$ cat src/sv/kls_pkg.sv
// ----------------------------------------------------------------------------
// kls_pkg
// Shared types and opcodes for the keyboard layer stack.
// ----------------------------------------------------------------------------
package kls_pkg;

  localparam int LAYER_W = 4;
  localparam int OPCODE_W = 2;
  localparam int CFG_W = 5;
  localparam int DEPTH_OUT_W = 4;

  localparam logic [OPCODE_W-1:0] OP_ACTIVATE   = 2'd0;
  localparam logic [OPCODE_W-1:0] OP_DEACTIVATE = 2'd1;
  localparam logic [OPCODE_W-1:0] OP_TOGGLE     = 2'd2;

  typedef logic [LAYER_W-1:0] layer_t;

  // Per-cycle command broadcast to every cell.
  typedef struct packed {
    logic   push;
    logic   pull;
    layer_t layer;
  } cell_ctl_t;

  // Running results handed from each cell to the one above it.
  typedef struct packed {
    logic   found;
    logic   rm_top;
    layer_t top;
    layer_t second;
  } chain_t;

endpackage

$ cat src/sv/kls_cell.sv
// ----------------------------------------------------------------------------
// kls_cell
// One stack slot: holds a layer, compares it and passes chain results upward.
// ----------------------------------------------------------------------------
module kls_cell #(
  parameter int CNT_W = 4,
  parameter int IDX   = 0
) (
  input  logic                clk,
  input  kls_pkg::cell_ctl_t  ctl,
  input  logic [CNT_W-1:0]    count,
  input  kls_pkg::chain_t     chain_in,
  input  kls_pkg::layer_t     up_slot,
  output kls_pkg::layer_t     slot,
  output kls_pkg::chain_t     chain_out
);
  import kls_pkg::*;

  layer_t slot_r;
  layer_t slot_nxt;
  logic   occ;
  logic   is_top;
  logic   is_second;
  logic   is_free;
  logic   match;

  assign occ       = (32'(count) > IDX);
  assign is_top    = (32'(count) == IDX + 1);
  assign is_second = (32'(count) == IDX + 2);
  assign is_free   = (32'(count) == IDX);
  assign match     = occ && (slot_r == ctl.layer);

  always_comb begin
    chain_out.found  = chain_in.found | match;
    chain_out.rm_top = chain_in.rm_top | (is_top & match & ~chain_in.found);
    chain_out.top    = is_top ? slot_r : chain_in.top;
    chain_out.second = is_second ? slot_r : chain_in.second;
  end

  // Load on push into the first free slot; shift down from the removal point.
  always_comb begin
    slot_nxt = slot_r;
    if (ctl.push && is_free) begin
      slot_nxt = ctl.layer;
    end else if (ctl.pull && chain_out.found) begin
      slot_nxt = up_slot;
    end
  end

  always_ff @(posedge clk) begin
    slot_r <= slot_nxt;
  end

  assign slot = slot_r;

endmodule

$ cat src/sv/keyboard_layer_stack_top.sv
// ----------------------------------------------------------------------------
// keyboard_layer_stack_top
// Ordered stack of active keyboard layers built as a row of slot cells.
// ----------------------------------------------------------------------------
// Each transfer on the input channel carries an opcode (activate, deactivate,
// toggle) and a layer; each produces exactly one result transfer with the new
// top layer (0 when the stack is empty), the depth and a changed flag. An item
// is first captured into registers; then every cell compares its slot against
// the layer and the found/top chain ripples up the row of cells, after which
// the stack commits and the result lands in the output register. The
// next item is taken once the current one has been committed; a held result
// only stalls the commit. cfg_we writes defined_layers (reset 1); write it only
// while no item is in flight. The stack needs no clearing pass after reset.
// ----------------------------------------------------------------------------
module keyboard_layer_stack_top #(
  parameter int STACK_DEPTH = 8,
  parameter int MAX_LAYERS  = 16
) (
  input  logic                            clk,
  input  logic                            rst_n,
  input  logic                            cfg_we,
  input  logic [kls_pkg::CFG_W-1:0]       cfg_wdata,
  input  logic                            in_valid,
  output logic                            in_ready,
  input  logic [kls_pkg::OPCODE_W-1:0]    in_opcode,
  input  logic [kls_pkg::LAYER_W-1:0]     in_layer,
  output logic                            out_valid,
  input  logic                            out_ready,
  output logic [kls_pkg::LAYER_W-1:0]     out_top_layer,
  output logic [kls_pkg::DEPTH_OUT_W-1:0] out_depth,
  output logic                            out_changed
);
  import kls_pkg::*;

  localparam int CNT_W = $clog2(STACK_DEPTH + 1);

  // Configuration
  logic [CFG_W-1:0] defined_r;

  // Captured item
  logic                busy_r;
  logic [OPCODE_W-1:0] op_r;
  layer_t              lay_r;

  // Stack fill level
  logic [CNT_W-1:0] count_r;
  logic [CNT_W-1:0] count_nxt;

  // Result register
  logic       out_valid_r;
  layer_t     out_top_r;
  logic [DEPTH_OUT_W-1:0] out_depth_r;
  logic       out_changed_r;

  // Cell row
  chain_t    chain [STACK_DEPTH+1];
  layer_t    slots [STACK_DEPTH];
  cell_ctl_t ctl;

  logic   fire;
  logic   present;
  logic   try_push;
  logic   try_pull;
  logic   over_limit;
  logic   full;
  logic   push_ok;
  logic   pull_ok;
  layer_t new_top;

  // Config register
  always_ff @(posedge clk) begin
    if (!rst_n) begin
      defined_r <= CFG_W'(1);
    end else if (cfg_we) begin
      defined_r <= cfg_wdata;
    end
  end

  // Capture the item; hold it until the commit fires
  assign in_ready = ~busy_r;
  assign fire     = busy_r && (!out_valid_r || out_ready);

  always_ff @(posedge clk) begin
    if (!rst_n) begin
      busy_r <= 1'b0;
    end else if (in_valid && in_ready) begin
      busy_r <= 1'b1;
    end else if (fire) begin
      busy_r <= 1'b0;
    end
  end

  always_ff @(posedge clk) begin
    if (in_valid && in_ready) begin
      op_r  <= in_opcode;
      lay_r <= in_layer;
    end
  end

  // Chain starts empty: nothing found, top and next-to-top read as layer 0
  assign chain[0] = '0;

  generate
    for (genvar i = 0; i < STACK_DEPTH; i++) begin : g_cell
      layer_t up;
      if (i == STACK_DEPTH - 1) begin : g_last
        assign up = slots[i];
      end else begin : g_mid
        assign up = slots[i+1];
      end
      kls_cell #(
        .CNT_W (CNT_W),
        .IDX   (i)
      ) u_cell (
        .clk       (clk),
        .ctl       (ctl),
        .count     (count_r),
        .chain_in  (chain[i]),
        .up_slot   (up),
        .slot      (slots[i]),
        .chain_out (chain[i+1])
      );
    end
  endgenerate

  // Decide the operation from the chain results
  assign present = chain[STACK_DEPTH].found;

  always_comb begin
    try_push = 1'b0;
    try_pull = 1'b0;
    case (op_r)
      OP_ACTIVATE: begin
        try_push = 1'b1;
      end
      OP_DEACTIVATE: begin
        try_pull = 1'b1;
      end
      OP_TOGGLE: begin
        try_pull = present;
        try_push = ~present;
      end
      default: begin
        try_push = 1'b0;
        try_pull = 1'b0;
      end
    endcase
  end

  // Limit is min(defined_layers, MAX_LAYERS)
  assign over_limit = ({1'b0, lay_r} >= defined_r) || (32'(lay_r) >= MAX_LAYERS);
  assign full       = (32'(count_r) >= STACK_DEPTH);
  assign push_ok    = try_push && !over_limit && !full && (lay_r != chain[STACK_DEPTH].top);
  assign pull_ok    = try_pull && present;

  always_comb begin
    ctl.push  = fire && push_ok;
    ctl.pull  = fire && pull_ok;
    ctl.layer = lay_r;
  end

  // New fill level and top after the commit
  always_comb begin
    count_nxt = count_r;
    new_top   = chain[STACK_DEPTH].top;
    if (push_ok) begin
      count_nxt = count_r + CNT_W'(1);
      new_top   = lay_r;
    end else if (pull_ok) begin
      count_nxt = count_r - CNT_W'(1);
      if (chain[STACK_DEPTH].rm_top) begin
        new_top = chain[STACK_DEPTH].second;
      end
    end
  end

  always_ff @(posedge clk) begin
    if (!rst_n) begin
      count_r <= '0;
    end else if (fire) begin
      count_r <= count_nxt;
    end
  end

  // Output register: load on commit, drop on transfer
  always_ff @(posedge clk) begin
    if (!rst_n) begin
      out_valid_r <= 1'b0;
    end else if (fire) begin
      out_valid_r <= 1'b1;
    end else if (out_ready) begin
      out_valid_r <= 1'b0;
    end
  end

  always_ff @(posedge clk) begin
    if (fire) begin
      out_top_r     <= new_top;
      out_depth_r   <= DEPTH_OUT_W'(count_nxt);
      out_changed_r <= push_ok | pull_ok;
    end
  end

  assign out_valid     = out_valid_r;
  assign out_top_layer = out_top_r;
  assign out_depth     = out_depth_r;
  assign out_changed   = out_changed_r;

endmodule
$ cat config.mk
export PLATFORM = sky130hd
export DESIGN_NAME = keyboard_layer_stack_top
export DESIGN_NICKNAME = d
export VERILOG_FILES = /design/src/sv/kls_pkg.sv /design/src/sv/kls_cell.sv /design/src/sv/keyboard_layer_stack_top.sv
export SDC_FILE = /design/constraint.sdc
export NUM_CORES = 1
export LEC_CHECK = 0
export BUFFER_PORTS_ARGS = -buffer_cell sky130_fd_sc_hd__buf_2
export CORE_AREA = 2 2 99 101
export CTS_BUF_LIST = sky130_fd_sc_hd__clkbuf_16
export CTS_CLUSTER_SIZE = 8
export DETAILED_ROUTE_END_ITERATION = 7
export DIE_AREA = 0 0 101 103
export PLACE_DENSITY = 0.63
export RECOVER_POWER = 25
export SLEW_MARGIN = 20
export SYNTH_ARGS = -nofsm -noshare
export SYNTH_HDL_FRONTEND = slang
export SYNTH_SLANG_ARGS = --single-unit
$ cat constraint.sdc
create_clock -name clk -period 3.85 [get_ports clk]
set_clock_uncertainty 0.1 [all_clocks]
set_input_delay 0.77 -clock clk [delete_from_list [all_inputs] [get_ports clk]]
set_output_delay 0.77 -clock clk [all_outputs]
set_load 0.05 [all_outputs]
======== After elaboration in Yosys (flattened, before gate mapping) ========
Cells that the tools add are included.
word-level totals
  logic and storage cells ................. 175
  output and inout port bits .............. 11
  register bits ........................... 58
cells by class
  equality and inequality tests ........... 20
  add/sub/neg operators ................... 2
  mux-type cells .......................... 41
  bitwise operators ....................... 39
  reduce and logical (&&, ||, !) cells .... 46
  magnitude comparators ................... 10
operator list
  kind                   number
  $mux W4                35
  $eq A4 B4 Y1           8
  $logic_and A1 B1 Y1    31
  $reduce_bool A2 Y1     9
  $eq A4 B3 Y1 const B   4
  $gt A4 B3 Y1 const B   4
  $and A1 B1 Y1          15
  $or A1 B1 Y1           15
  $not A1 Y1             9
  $eq A4 B2 Y1 const B   2
  $eq A4 B4 Y1 const B   2
  $gt A4 B1 Y1 const B   2
  $gt A4 B2 Y1 const B   2
  $ge A4 B5 Y1           1
  $add A4 B1 Y4 const B  1
  $eq A4 B1 Y1 const B   1
  $ge A4 B4 Y1 const B   1
  $logic_not A4 Y1       1
  $mux W1                4
  $ne A4 B4 Y1           1
  $pmux W1 S2            2
  $sub A4 B1 Y4 const B  1
  $logic_not A1 Y1       3
  $eq A2 B1 Y1 const B   1
  other kinds (3)        3

======== Depth between registers and ports, before layout ========
  depth in word-level cells ............... 17
  depth in mapped cells ................... 15
  mapped depth without buffers ............ 11

======== Hierarchy ========
A second synthesis with hierarchy kept.
unflattened totals
  cell total of the unflattened synthesis .. 406
  area, all modules ....................... 4633.2 µm²
by module, submodules not included
  module                        area an instance (µm²)  cells each  instances  sequential area each (µm²)
  keyboard_layer_stack_top      1387.6                  134         1          670.6
  kls_cell at g_cell[0].u_cell  431.7                   31          1          120.1
  kls_cell at g_cell[6].u_cell  419.2                   34          1          120.1
  kls_cell at g_cell[4].u_cell  405.4                   34          1          120.1
  kls_cell at g_cell[7].u_cell  404.1                   33          1          120.1
  kls_cell at g_cell[3].u_cell  400.4                   36          1          120.1
  kls_cell at g_cell[5].u_cell  399.1                   36          1          120.1
  kls_cell at g_cell[2].u_cell  395.4                   34          1          120.1
  kls_cell at g_cell[1].u_cell  390.4                   34          1          120.1

======== Least setup slack after synthesis ========
OpenSTA, ideal clock, no wires.
  path kind ............................... register to register
  start point ............................. reg count_r[0]
  end point ............................... reg g_cell[3].u_cell.slot_r[0], data pin
  stages on the path, launching flop included .. 15
  slack ................................... 0.356 ns
  arrival ................................. 3.132 ns
  period minus slack after synthesis ...... 3.494 ns
  required time ........................... 3.488 ns
  buffers on the path ..................... 3
  cells stage by stage .................... dfxtp_1 > buf_2 > buf_2 > inv_1 > ha_1 > nor2_1 > a21oi_1 > or4_1 > and4_1 > a31oi_1 > nor3_2 > and2_4 > and3_1 > buf_2 > mux2_1
between the ends
  word-level cells in the longest chain between the ends .. 17
ends and longest elaborated chain
  element                            RTL line                         RTL
  from (decl)                        keyboard_layer_stack_top.sv:46   logic [CNT_W-1:0] count_r;
  from (signal assigned)             keyboard_layer_stack_top.sv:181  count_r <= count_nxt;
  $gt A4 B1 Y1                       kls_cell.sv:27                   assign occ = (32'(count) > IDX);
  $logic_and A1 B1 Y1                kls_cell.sv:31                   assign match = occ && (slot_r == ctl.layer);
  $or A1 B1 Y1 (7 in series)         kls_cell.sv:34                   chain_out.found = chain_in.found | match;
  $not A1 Y1                         keyboard_layer_stack_top.sv:141  try_push = ~present;
  $pmux W1 S2                        keyboard_layer_stack_top.sv:132  case (op_r)
  $logic_and A1 B1 Y1 (3 in series)  keyboard_layer_stack_top.sv:153  assign push_ok = try_push && !over_limit && !full && (lay_r != chain[STACK_DEPTH].top);
  $logic_and A1 B1 Y1                keyboard_layer_stack_top.sv:157  ctl.push = fire && push_ok;
  $logic_and A1 B1 Y1 (*)            kls_cell.sv:43                   if (ctl.push && is_free) begin
  $mux W4 (*)                        kls_cell.sv:43
  net g_cell[3].u_cell.slot_nxt[0]   kls_cell.sv:20                   layer_t slot_nxt;
  to (signal assigned)               kls_cell.sv:51                   slot_r <= slot_nxt;
  to (decl)                          kls_cell.sv:19                   layer_t slot_r;
The timed path passes the listed nets; every way through them passes the cells marked *.
A chain may end at the register's enable or synchronous reset.

======== Final worst setup path ========
  start point ............................. reg count_r[1]
  end point ............................... reg out_top_r[2] (netlist: out_top_layer[2]), data pin
between the ends
  word-level cells in the longest chain between the ends .. 15
ends and longest elaborated chain
  element                            RTL line                         RTL
  $gt A4 B1 Y1                       kls_cell.sv:27
  $logic_and A1 B1 Y1                kls_cell.sv:31
  $or A1 B1 Y1 (7 in series)         kls_cell.sv:34
  $not A1 Y1                         keyboard_layer_stack_top.sv:141
  $pmux W1 S2                        keyboard_layer_stack_top.sv:132
  $logic_and A1 B1 Y1 (3 in series)  keyboard_layer_stack_top.sv:153
  $mux W4 (*)                        keyboard_layer_stack_top.sv:166  if (push_ok) begin
  net new_top[2]                     keyboard_layer_stack_top.sv:68   layer_t new_top;
  to (signal assigned)               keyboard_layer_stack_top.sv:198  out_top_r <= new_top;
  to (decl)                          keyboard_layer_stack_top.sv:51   layer_t out_top_r;
Marked as above.

==> reports/metrics.yaml <==
synth:
  ys_warn_count: 0
  ys_types: 61
  synth_fp_nets: 442
  syn_inst: 415
  synth_area_leaders: "edfxtp_1 34%, mux2_2 5.7%, dfxtp_1 5.3%"
  ys.flop_type: "edfxtp_1"
  avgSynthCellArea_um2: 9.973
  yosys.area.top_type: "edfxtp_1"
  synth_top_area_share: 0.3410
  synth-async-reset-ratio: 0
  ys_seq_elements: 58
  ys_top_cells_by_count: "47 x edfxtp_1, 40 x nand2_1, 23 x nor2_1"
  synth_edf_count: 47
  netlist_area_mm2: 0.004139
  synth_most_common_cell: "edfxtp_1"
  synth_seq_area_share: 0.3942
pwr:
  pwr-share-clk: 0.442
  p_leak_nw: 1.840
  peakVddDrop_mv: 0.3128
  switchingPower_mw: 0.5004
  p_int_mw: 1.276
  seqPwrFrac: 0.406
  p_per_area_mw_per_mm2: 373.4
  p_comb_frac: 0.152
  swShare: 0.2816
route:
  ant_nets: 0
  route.detailed.drc: 0
  dr.pass1.iters: 7
  vias_per_cell: 6.032
  wirelength_um: 11270
  wl_per_cell_um: 19.88
  first_iter_violations: 388
  vias: 3420
clock_network:
  cts_tree: "built"
  cts-htree-levels: 3
  root_buffer: "clkbuf_16"
  postCtsSetupBuffers: 0
  clk_latency_ps: 330
  clkSinkCount: 58
  clockBufferDepth: 2
  clkTransAtPathRegs_ps: 60
  hold_buffers: 0
  cts_buffers: 9
sta:
  rsz0062_at_grt: "yes"
  layout_setup_ws_ps: 104.4
  finalHoldViolations: 0
  min_period_ps: 3746
  final-setup-viol-count: 0
  min_period_over_period: 0.9729
  maxSlewHeadroom: 0.5048
  worst_pin_slew_ps: 740.9
  finalSetupTns_ps: 0
  drv_slew: 0
  max_freq_ghz: 0.2670
flow_run:
  maxCapViolCount: 0
die:
  io_pins: 27
  fp.coreArea_mm2: 0.009459
  die_area_mm2: 0.01040
  rows: 36
  initial_utilization: 0.4376
  die_width_um: 101
  die_y_um: 103
grt:
  grt_busiest_layer: "met2"
  gr-total-overflow: 0
  met2_usage: 0.3672
  grt_use_total: 0.2296
  grtUsageMet3: 0.04542
  antenna_found_initial: 0
  grt_pass1_wl_um: 17950
  grt_pass1_vias: 3327
  grt_max_degree: 19
  met1_usage: 0.3102
final_layout:
  syn2layout_area_growth_pct: 14.96
  utilization: 0.5030
  antenna_cells: 0
  layout-drive-gt1-share: 0.2252
  final_cells: 567
  fin_nets: 475
setup_path:
  cp.arrival_ps: 3720
  criticalPathCategory: "reg -> reg"
  path_max_fanout: 7
  r2r_setup_slack_ps: 100
  end_kind: "register"
  start_kind: "register"
  cp.required_ps: 3830
placed_design:
  io_buffers: 26
  place_ws_ps: 111.4
  dp_hpwl_um: 8349
  dp_cells: 551
  gp_congestion: 0.9741
run_status:
  outcome: "complete, no violations"
min_path:
  hp-class: "reg -> reg"
per-layer routing:
| layer | vias up | routed length (µm) |
|---|---|---|
| met1 | 1608 | 4944 |
| met3 | 36 | 865 |
| li1 | 1598 | - |
| met4 | 0 | 289 |
| met2 | 178 | 5170 |
| met5 | - | 0 |
final timing paths:
| path | to | from | cells after the start |
|---|---|---|---|
| setup / recovery | out_top_layer[2]$_DFFE_PP_ | count_r[1]$_SDFFE_PN0P_ | 10 |
| setup reg to reg | out_top_layer[2]$_DFFE_PP_ | count_r[1]$_SDFFE_PN0P_ | 10 |
| hold / removal | defined_r[0]$_SDFFE_PN1P_ | defined_r[0]$_SDFFE_PN1P_ | 2 |
| hold reg to reg | defined_r[0]$_SDFFE_PN1P_ | defined_r[0]$_SDFFE_PN1P_ | 2 |
layout by cell type (no fill, tap or decap), drive strengths merged, types with 2 or more instances in the layout:
cell	n
a211oi	7
a21o	9
a21oi	16
a221oi	2
a222oi	4
a22oi	5
a311oi	4
a31oi	10
and3	5
and3b	2
buf	47
clkbuf	12
clkinv	3
dfxtp	11
edfxtp	47
ha	11
inv	18
mux2	29
mux2i	13
nand2	41
nand2b	6
nand3	8
nand3b	6
nand4	2
nor2	24
nor2b	8
nor3	16
nor3b	4
nor4	4
o21ai	16
o221ai	6
o31ai	2
or2	2
or3	2
xnor2	17
xor2	21
state kept, by name (all words and copies together) (netlist names):
name and count:
lay_r 4, count_r 4, out_depth 4, out_valid 1
out_changed 1, op_r 2, defined_r 5, busy_r 1
g_cell.u_cell.slot 32, out_top_layer 4
per-stage QoR:
step                cell area [µm²]  hold slack, ps  power (mW)
global placement               4454           376.8      0.9995
finish                         4758           381.7       1.777
detailed placement             4454           374.2      0.9996
global route                   4758           418.7       1.842
floorplan                      4139           327.7      0.9243
CTS                            4750           389.1       1.783
power by group through the flow:
stage / Sequential [mW] / Clock [mW] / Combinational [mW]
finish: 0.721 / 0.785 / 0.270
global placement: 0.734 / 0 / 0.266
global route: 0.724 / 0.827 / 0.290
detailed placement: 0.734 / 0 / 0.265
CTS: 0.721 / 0.796 / 0.267
floorplan: 0.750 / 0 / 0.175
cell families (layout without fill, tap and decap cells):
| group | count (synthesis) | after routing | synth area share |
|---|---|---|---|
| buffers and inverters | 42 | 80 | 0.04806 |
| muxes | 42 | 42 | 0.1103 |
| and+or+nand+nor | 136 | 136 | 0.1883 |
| AOI/OAI and AO/OA | 88 | 88 | 0.1454 |
| xor gates and xnor gates | 38 | 38 | 0.08041 |
| adders and majority gates | 11 | 11 | 0.03325 |
| DFF | 58 | 58 | 0.3942 |
worst max-delay path, stage by stage, from the launching register on:
cell and delay, ps:
dfxtp_1 420, inv_1 160, ha_1 330, nor2_2 240, a21oi_1 110, or4_1 600, and4_1 290, a21oi_1 490
o21ai_1 370, mux2i_1 270, o21ai_0 100
timing repair:
action,in CTS,in global routing
gates resized for setup,0,3
endpoints found under the setup margin,0,51
endpoints found under the hold margin,0,0
layout make-up:
type	count	area (µm²)
Tap cell	114	142.6
Inverter	15	56.30
Timing Repair Buffer	49	312.8
Clock inverter	6	45.04
Clock buffer	10	250.2
Multi-Input combinational cell	315	2320
Sequential cell	58	1632
Fill cell	854	4701
Note: power is estimated with default switching activity, not from simulation.
